$ cat src/design/iphg_pkg.sv
// Shared types and constants for the IPv4 header generator.
// Used by the interfaces, the front and back stages, the queue and the top level.
// No dependencies.
package iphg_pkg;

    // Field widths of the request and result beats.
    localparam int ADDR_W  = 32;
    localparam int PROTO_W = 8;
    localparam int LEN_W   = 16;
    localparam int WORD_W  = 16;
    localparam int MTU_W   = 16;

    // Fixed header contents.
    localparam logic [WORD_W-1:0] VERSION_WORD = 16'h4500;
    localparam logic [WORD_W-1:0] IP_ID        = 16'd2333;
    localparam logic [7:0]        IP_TTL       = 8'd233;
    localparam logic [LEN_W:0]    HDR_BYTES    = 17'd20;
    localparam int                HDR_WORDS    = 10;
    localparam logic [MTU_W-1:0]  MTU_RESET    = 16'd1500;

    // Constant words of the header folded into one checksum addend.
    localparam int HDR_CONST_SUM = int'(VERSION_WORD) + int'(IP_ID) + (int'(IP_TTL) << 8);

    // Width of the partial checksum (five addends) and the full sum (seven addends).
    localparam int PSUM_W = 19;
    localparam int SUM_W  = 20;

    // Word position within a header.
    localparam int POS_W = 4;

    // Configuration register indexes.
    localparam int CFG_INDEX_W = 1;
    typedef enum logic [CFG_INDEX_W-1:0] {
        CFG_SOURCE_ADDRESS    = 1'b0,
        CFG_MAX_TRANSFER_UNIT = 1'b1
    } cfg_reg_t;

    // One classified request as it travels from the front to the back.
    typedef struct packed {
        logic               length_error;
        logic [LEN_W-1:0]   total_length;
        logic [PROTO_W-1:0] protocol_number;
        logic [ADDR_W-1:0]  dest_address;
        logic [PSUM_W-1:0]  partial_sum;
    } hdr_job_t;

    // Queue status seen by the front and back.
    typedef struct packed {
        logic full;
        logic empty;
    } queue_status_t;

endpackage

$ cat src/design/iphg_ifs.sv
// Valid/ready channel interfaces for the request and the header word beats.
// Depends on iphg_pkg for the field widths.
interface iphg_req_if
    import iphg_pkg::*;
();
    logic               valid;
    logic               ready;
    logic [ADDR_W-1:0]  dest_address;
    logic [PROTO_W-1:0] protocol_number;
    logic [LEN_W-1:0]   payload_length;

    modport source (output valid, dest_address, protocol_number, payload_length,
                    input ready);
    modport sink   (input valid, dest_address, protocol_number, payload_length,
                    output ready);
endinterface

interface iphg_hdr_if
    import iphg_pkg::*;
();
    logic              valid;
    logic              ready;
    logic [WORD_W-1:0] header_word;
    logic              is_last;
    logic              length_error;

    modport source (output valid, header_word, is_last, length_error, input ready);
    modport sink   (input valid, header_word, is_last, length_error, output ready);
endinterface

$ cat src/design/ipv4_header_generator.sv
// IPv4 header generator: a header's first word is offered once its request beat has
// passed the queue slot and the back stage's job register; a header takes ten output
// beats, an error one beat. The word-per-beat output sets the sustained throughput.
// Reset (rst_n, asynchronous, active low) empties the queue, idles the output and
// sets the source address to zero and the MTU to 1500. No clearing pass is needed.
module ipv4_header_generator
    import iphg_pkg::*;
#(
    parameter int QueueDepth = 2
) (
    input  logic                   clk,
    input  logic                   rst_n,
    iphg_req_if.sink               req,
    iphg_hdr_if.source             hdr,
    input  logic                   cfg_we,
    input  logic [CFG_INDEX_W-1:0] cfg_index,
    input  logic [ADDR_W-1:0]      cfg_data
);

    logic [ADDR_W-1:0] source_address_reg;
    logic [MTU_W-1:0]  max_transfer_unit_reg;

    logic          push;
    logic          pop;
    hdr_job_t      push_job;
    hdr_job_t      head_job;
    queue_status_t status;

    // Configuration registers.
    always_ff @(posedge clk or negedge rst_n)
    begin
        if (!rst_n)
        begin
            source_address_reg    <= '0;
            max_transfer_unit_reg <= MTU_RESET;
        end
        else if (cfg_we)
        begin
            unique case (cfg_reg_t'(cfg_index))
                CFG_SOURCE_ADDRESS:    source_address_reg    <= cfg_data;
                CFG_MAX_TRANSFER_UNIT: max_transfer_unit_reg <= cfg_data[MTU_W-1:0];
                default:               source_address_reg    <= source_address_reg;
            endcase
        end
    end

    iphg_front u_front (
        .req               (req),
        .max_transfer_unit (max_transfer_unit_reg),
        .status            (status),
        .push              (push),
        .push_job          (push_job)
    );

    iphg_queue #(
        .DEPTH (QueueDepth)
    ) u_queue (
        .clk      (clk),
        .rst_n    (rst_n),
        .push     (push),
        .push_job (push_job),
        .pop      (pop),
        .head_job (head_job),
        .status   (status)
    );

    iphg_back u_back (
        .clk            (clk),
        .rst_n          (rst_n),
        .hdr            (hdr),
        .source_address (source_address_reg),
        .status         (status),
        .head_job       (head_job),
        .pop            (pop)
    );

endmodule

$ cat src/design/iphg_queue.sv
// Small register queue of classified requests between the front and the back.
// Depends on iphg_pkg for the job and status types.
module iphg_queue
    import iphg_pkg::*;
#(
    parameter int DEPTH = 2
) (
    input  logic          clk,
    input  logic          rst_n,
    input  logic          push,
    input  hdr_job_t      push_job,
    input  logic          pop,
    output hdr_job_t      head_job,
    output queue_status_t status
);

    localparam int PTR_W = (DEPTH > 1) ? $clog2(DEPTH) : 1;
    localparam int CNT_W = $clog2(DEPTH + 1);
    localparam logic [PTR_W-1:0] LAST_PTR = PTR_W'(DEPTH - 1);
    localparam logic [CNT_W-1:0] FULL_CNT = CNT_W'(DEPTH);

    hdr_job_t         slot_reg [DEPTH];
    logic [PTR_W-1:0] wr_ptr_reg, wr_ptr_next;
    logic [PTR_W-1:0] rd_ptr_reg, rd_ptr_next;
    logic [CNT_W-1:0] count_reg, count_next;

    // Pointer and fill-count updates.
    always_comb
    begin
        wr_ptr_next = wr_ptr_reg;
        rd_ptr_next = rd_ptr_reg;
        count_next  = count_reg;
        if (push)
        begin
            wr_ptr_next = (wr_ptr_reg == LAST_PTR) ? '0 : wr_ptr_reg + 1'b1;
        end
        if (pop)
        begin
            rd_ptr_next = (rd_ptr_reg == LAST_PTR) ? '0 : rd_ptr_reg + 1'b1;
        end
        if (push && !pop)
        begin
            count_next = count_reg + 1'b1;
        end
        else if (pop && !push)
        begin
            count_next = count_reg - 1'b1;
        end
    end

    always_ff @(posedge clk or negedge rst_n)
    begin
        if (!rst_n)
        begin
            wr_ptr_reg <= '0;
            rd_ptr_reg <= '0;
            count_reg  <= '0;
        end
        else
        begin
            wr_ptr_reg <= wr_ptr_next;
            rd_ptr_reg <= rd_ptr_next;
            count_reg  <= count_next;
        end
    end

    // Payload slots carry no reset.
    always_ff @(posedge clk)
    begin
        if (push)
        begin
            slot_reg[wr_ptr_reg] <= push_job;
        end
    end

    assign head_job     = slot_reg[rd_ptr_reg];
    assign status.full  = (count_reg == FULL_CNT);
    assign status.empty = (count_reg == '0);

endmodule

$ cat src/design/iphg_front.sv
// Front stage: accepts send requests, checks the length against the MTU and
// starts the header checksum. Depends on iphg_pkg and iphg_req_if.
module iphg_front
    import iphg_pkg::*;
(
    iphg_req_if.sink         req,
    input  logic [MTU_W-1:0] max_transfer_unit,
    input  queue_status_t    status,
    output logic             push,
    output hdr_job_t         push_job
);

    logic [LEN_W:0] total_wide;

    // A request is taken whenever the queue has room.
    assign req.ready = !status.full;
    assign push      = req.valid && !status.full;

    // Total length cannot wrap here: it is kept one bit wider than a length.
    assign total_wide = {1'b0, req.payload_length} + HDR_BYTES;

    // Classify the request and sum the words known so far.
    always_comb
    begin
        push_job.length_error    = total_wide > {1'b0, max_transfer_unit};
        push_job.total_length    = total_wide[LEN_W-1:0];
        push_job.protocol_number = req.protocol_number;
        push_job.dest_address    = req.dest_address;
        push_job.partial_sum     = PSUM_W'(HDR_CONST_SUM)
                                 + PSUM_W'(total_wide[LEN_W-1:0])
                                 + PSUM_W'(req.protocol_number)
                                 + PSUM_W'(req.dest_address[31:16])
                                 + PSUM_W'(req.dest_address[15:0]);
    end

endmodule

$ cat src/design/iphg_back.sv
// Back stage: takes one classified request at a time, finishes the checksum
// and sends the header one word per beat. Depends on iphg_pkg and iphg_hdr_if.
module iphg_back
    import iphg_pkg::*;
(
    input  logic              clk,
    input  logic              rst_n,
    iphg_hdr_if.source        hdr,
    input  logic [ADDR_W-1:0] source_address,
    input  queue_status_t     status,
    input  hdr_job_t          head_job,
    output logic              pop
);

    localparam logic [POS_W-1:0] LAST_POS = POS_W'(HDR_WORDS - 1);

    logic              busy_reg, busy_next;
    logic [POS_W-1:0]  pos_reg, pos_next;
    hdr_job_t          job_reg;
    logic [WORD_W-1:0] csum_reg;

    logic              beat_done;
    logic              last_beat;
    logic [SUM_W-1:0]  full_sum;
    logic [16:0]       fold_once;
    logic [WORD_W-1:0] fold_twice;
    logic [WORD_W-1:0] word_sel;

    // The current job ends on its error beat or its tenth word.
    assign last_beat = job_reg.length_error || (pos_reg == LAST_POS);
    assign beat_done = hdr.valid && hdr.ready;
    assign pop       = !status.empty && (!busy_reg || (beat_done && last_beat));

    // Finish the ones'-complement checksum with the source address words.
    always_comb
    begin
        full_sum   = SUM_W'(head_job.partial_sum)
                   + SUM_W'(source_address[31:16])
                   + SUM_W'(source_address[15:0]);
        fold_once  = 17'(full_sum[15:0]) + 17'(full_sum[SUM_W-1:16]);
        fold_twice = fold_once[15:0] + 16'(fold_once[16]);
    end

    // Word position and busy flag.
    always_comb
    begin
        busy_next = busy_reg;
        pos_next  = pos_reg;
        if (pop)
        begin
            busy_next = 1'b1;
            pos_next  = '0;
        end
        else if (beat_done && last_beat)
        begin
            busy_next = 1'b0;
        end
        else if (beat_done)
        begin
            pos_next = pos_reg + 1'b1;
        end
    end

    always_ff @(posedge clk or negedge rst_n)
    begin
        if (!rst_n)
        begin
            busy_reg <= 1'b0;
            pos_reg  <= '0;
        end
        else
        begin
            busy_reg <= busy_next;
            pos_reg  <= pos_next;
        end
    end

    // Job and checksum are loaded together when a job is taken.
    always_ff @(posedge clk)
    begin
        if (pop)
        begin
            job_reg  <= head_job;
            csum_reg <= ~fold_twice;
        end
    end

    // Select the header word for the current position.
    always_comb
    begin
        case (pos_reg)
            4'd0:    word_sel = VERSION_WORD;
            4'd1:    word_sel = job_reg.total_length;
            4'd2:    word_sel = IP_ID;
            4'd3:    word_sel = '0;
            4'd4:    word_sel = {IP_TTL, job_reg.protocol_number};
            4'd5:    word_sel = csum_reg;
            4'd6:    word_sel = source_address[31:16];
            4'd7:    word_sel = source_address[15:0];
            4'd8:    word_sel = job_reg.dest_address[31:16];
            4'd9:    word_sel = job_reg.dest_address[15:0];
            default: word_sel = '0;
        endcase
    end

    assign hdr.valid        = busy_reg;
    assign hdr.header_word  = job_reg.length_error ? '0 : word_sel;
    assign hdr.is_last      = last_beat;
    assign hdr.length_error = job_reg.length_error;

endmodule

$ cat src/flat_wrapper.sv
// flat-port wrapper written by rule: the top's interface ports become plain ports
module ipv4_header_generator_flat import iphg_pkg::*;
#(
    parameter int QueueDepth = 2
)
  (clk, rst_n, cfg_we, cfg_index, cfg_data, req_valid, req_dest_address, req_protocol_number, req_payload_length, req_ready, hdr_valid, hdr_header_word, hdr_is_last, hdr_length_error, hdr_ready);
  iphg_req_if req_i ();
  iphg_hdr_if hdr_i ();
  input  logic clk;
  input  logic rst_n;
  input  logic cfg_we;
  input  logic [CFG_INDEX_W-1:0] cfg_index;
  input  logic [ADDR_W-1:0] cfg_data;
  input wire logic [$bits(req_i.valid)-1:0] req_valid;
  input wire logic [$bits(req_i.dest_address)-1:0] req_dest_address;
  input wire logic [$bits(req_i.protocol_number)-1:0] req_protocol_number;
  input wire logic [$bits(req_i.payload_length)-1:0] req_payload_length;
  output wire logic [$bits(req_i.ready)-1:0] req_ready;
  output wire logic [$bits(hdr_i.valid)-1:0] hdr_valid;
  output wire logic [$bits(hdr_i.header_word)-1:0] hdr_header_word;
  output wire logic [$bits(hdr_i.is_last)-1:0] hdr_is_last;
  output wire logic [$bits(hdr_i.length_error)-1:0] hdr_length_error;
  input wire logic [$bits(hdr_i.ready)-1:0] hdr_ready;
  assign req_i.valid = req_valid;
  assign req_i.dest_address = req_dest_address;
  assign req_i.protocol_number = req_protocol_number;
  assign req_i.payload_length = req_payload_length;
  assign req_ready = req_i.ready;
  assign hdr_valid = hdr_i.valid;
  assign hdr_header_word = hdr_i.header_word;
  assign hdr_is_last = hdr_i.is_last;
  assign hdr_length_error = hdr_i.length_error;
  assign hdr_i.ready = hdr_ready;
  ipv4_header_generator #(.QueueDepth(QueueDepth)) u_core (.clk(clk), .rst_n(rst_n), .req(req_i), .hdr(hdr_i), .cfg_we(cfg_we), .cfg_index(cfg_index), .cfg_data(cfg_data));
endmodule
$ cat config.mk
export PLATFORM = sky130hd
export DESIGN_NAME = ipv4_header_generator_flat
export DESIGN_NICKNAME = d
export VERILOG_FILES = /design/src/design/iphg_pkg.sv /design/src/design/iphg_ifs.sv /design/src/design/ipv4_header_generator.sv /design/src/design/iphg_queue.sv /design/src/design/iphg_front.sv /design/src/design/iphg_back.sv /design/src/flat_wrapper.sv
export SDC_FILE = /design/constraint.sdc
export NUM_CORES = 1
export LEC_CHECK = 0
export BUFFER_PORTS_ARGS = -buffer_cell sky130_fd_sc_hd__buf_4
export CAP_MARGIN = 25
export CORE_ASPECT_RATIO = 0.75
export CORE_MARGIN = 5
export CORE_UTILIZATION = 65
export CTS_CLUSTER_DIAMETER = 100
export DETAILED_ROUTE_END_ITERATION = 10
export GPL_TIMING_DRIVEN = 0
export HOLD_SLACK_MARGIN = 0.12
export MAX_ROUTING_LAYER = met4
export PLACE_DENSITY = 0.85
export REMOVE_ABC_BUFFERS = 1
export SYNTH_ARGS = -nofsm -noshare
export SYNTH_HDL_FRONTEND = slang
export SYNTH_HIERARCHICAL = 1
export SYNTH_SLANG_ARGS = --single-unit
$ cat constraint.sdc
create_clock -name clk -period 17.62 [get_ports clk]
set_clock_uncertainty 0.1 [all_clocks]
set_input_delay 1.762 -clock clk [delete_from_list [all_inputs] [get_ports clk]]
set_output_delay 1.762 -clock clk [all_outputs]
set_load 0.005 [all_outputs]
==> metrics.txt <==
root buffer cell=clkbuf_16; fin crit period=7.95 ns; Min-Delay Startpoint=u_core/u_queue/count_reg[1]; maxcap violations=0; flip-flop count of the largest register after layout=152; Worst setup SP type=flip-flop; largest net degree at the start of global routing=58; post-DR wirelength/cell=24.7 um; global-route wire length before repair=59700 um; die width=190 um; critical path depth in cells=28; Final nets=1474; IO Pins=114; Via density=6.34; critical path type=reg -> reg; worst-case reg-to-reg path depth=28; CP Capture Point=u_core/u_back/csum_reg[15]; Final Hold Vio Count=0; Avg Inst Size Synth=13.4 um^2; status=complete, no violations; flop-to-flop setup slack=9.67 ns; Least-Margin Pin Slew=1.09 ns; sequential area share after synthesis=0.521; GR Overflow Total=0; CTS Buffer Depth=3; Clk Latency, worst-skew pair=0.56 ns; post-synth cell types=78; drc violations=0; Initial DRT Pass Iterations=7; largest vdd supply drop=0.130 mV; worst r2r dst=u_core/u_back/csum_reg[15]; cts repair resizes=0; Mapped Area=0.0157 mm^2; CP max FO=51; Bufs and invs on worst path=2; Worst Hold Class=reg -> reg; CP peak stage delay=0.77 ns; antenna viol nets, final=0; CP top delay family=simple AND/OR/NAND/NOR gates; vias in the first global route=10100; RSZ-0062 raised after global routing=false; Max Fclk=0.126 GHz; clock-pin slew on the worst setup and hold paths=0.06 ns; Routed Wire Length=39100 um; most frequent CP cell=fa_1; Main synth FF type=edfxtp_1; total setup buffers inserted after CTS=0; Post-synth EDFFs=225; Async SR Flop Fraction=0.202; commonest non-fill, non-tap cells in the layout=edfxtp_1 (225), buf_4 (113), inv_1 (96), ha_1 (88), mux2_2 (64); routed vias=10000; row count=49; final setup fails=0; #FFs+latches synth=282; setup tns final=0 ns; initial drt markers=1278; cell taking the most area after synthesis=edfxtp_1; slew margin rel.=0.275; clock sinks=282; full die area=0.0274 mm^2; Initial Util=0.657; CTS tree=done; port buffer count=113; Final period util=0.451; Critical-path top delay cell=dfrtp_4; FILL cells=1457; commonest non-fill, non-tap cell in the layout=edfxtp_1; Pwr per Cell Area=216 mW/mm^2; hold bufs inserted after CTS=0; htree depth=1; post-synthesis instance total=1169; GRT Overall Usage=0.296; antenna violations before repair=1; synth warn=6; Critical Path AT=8.14 ns; TritonCTS buffer count=28; Setup crit end kind=flip-flop; final hold slack=0.402 ns; CP required=17.80 ns; post-synth top area share=0.430; Leak Pwr=7.07 nW; share of cells above drive strength 1=0.262; detailed placement HPWL=28200 um; max-slew violations=0; top post-synthesis cells by area=edfxtp_1 (43%), dfrtp_1 (8.0%), ha_1 (7.0%); FF-to-FF Start=u_core/u_queue/rd_ptr_reg; chip height=145 um; GPL Wtd Cong=0.938; Area Growth Syn to Fin=12.5%; CP Launch Point=u_core/u_queue/rd_ptr_reg; Core ar.=0.0239 mm^2
-- metrics by stage --
step | instances | util | power (mW) | setup WS [ns] | instance area (um^2)
final | 1580 | 0.740 | 3.82 | 9.67 | 17700
after CTS | 1579 | 0.740 | 3.78 | 9.85 | 17700
after global routing | 1580 | 0.740 | 4.04 | 9.15 | 17700
after detailed placement | 1527 | 0.698 | 3.13 | 9.92 | 16700
after floorplan | 1095 | - | 2.56 | 9.78 | 15200
after global placement | 1514 | 0.686 | 3.09 | 7.79 | 16400
-- how the worst min path moves through the flow --
stage,to,cells after the start,slack (ns)
final,u_core/u_queue/count_reg[1],1,0.40
after global routing,u_core/max_transfer_unit_reg[1],1,0.44
after CTS,u_core/u_queue/count_reg[1],1,0.40
after detailed placement,u_core/u_queue/count_reg[1],1,0.38
after global placement,u_core/u_queue/wr_ptr_reg,1,0.37
after floorplan,u_core/u_queue/wr_ptr_reg,1,0.36
-- worst reg2reg max path, delay by kind of cell (launching register included) --
kind                       cells  cell delay, ns
and+or+nand+nor               12            2.28
adders and majority gates      5            1.84
AOI/OAI and AO/OA              6            1.38
DFF                            1            0.77
muxes                          1            0.46
xor gates and xnor gates       2            0.45
buffers and inverters          2            0.42
-- Yosys cell counts (3+ instances only) --
master,number
nor3b_1,4
o21bai_1,5
dfstp_2,7
a21o_1,14
a22o_1,5
nor2_1,32
and3_1,10
clkbuf_1,14
buf_4,45
nand2_1,38
nor4_2,3
o21ai_0,37
buf_2,4
ha_1,88
a21oi_1,58
mux2_4,60
o211ai_1,4
nand3_1,17
inv_1,96
nand4_1,12
and2_1,6
nand2b_1,8
edfxtp_1,225
xnor2_1,47
dfrtp_1,50
buf_8,4
xor2_1,22
a211oi_1,7
a31oi_1,19
o21a_1,6
nor3_1,7
fa_1,41
buf_6,4
a22oi_1,23
nor2b_1,16
mux2_2,64
a222oi_1,7
mux2i_1,5
a221oi_1,7
-- cell families after synthesis --
group                      after synthesis  share of synthesized area
AOI/OAI and AO/OA                      212                     0.0908
xor gates and xnor gates                70                     0.0395
adders and majority gates              129                      0.122
buffers and inverters                  171                     0.0587
DFF                                    282                      0.521
muxes                                  129                      0.106
and+or+nand+nor                        176                     0.0613
-- power breakdown --
part / switching (mW) / internal [mW] / leakage, nW / total [mW]
registers: 0.0957 / 1.03 / 2.76 / 1.12
clock network: 0.252 / 0.374 / 0.482 / 0.626
logic: 1.24 / 0.830 / 3.84 / 2.07
-- layout make-up --
class / instances / area, um^2 / share of cell area
inverters: 97 / 364 / 0.0206
well taps: 306 / 383 / 0.0216
clock inverters: 10 / 156 / 0.00884
clock buffers: 42 / 836 / 0.0472
diodes: 1 / 2.50 / 0.000141
flip-flops and latches: 282 / 8200 / 0.463
multi-input cells: 716 / 6650 / 0.376
repair buffers: 126 / 1100 / 0.0624
-- routing by layer --
layer | GRT usage | vias up | routed length (um)
met5 | - | - | 0
met4 | 0.0833 | 0 | 1130
met3 | 0.0657 | 80 | 4150
met2 | 0.448 | 566 | 17600
met1 | 0.411 | 4948 | 16100
li1 | - | 4431 | -
Power figures use the tool's default switching activity.
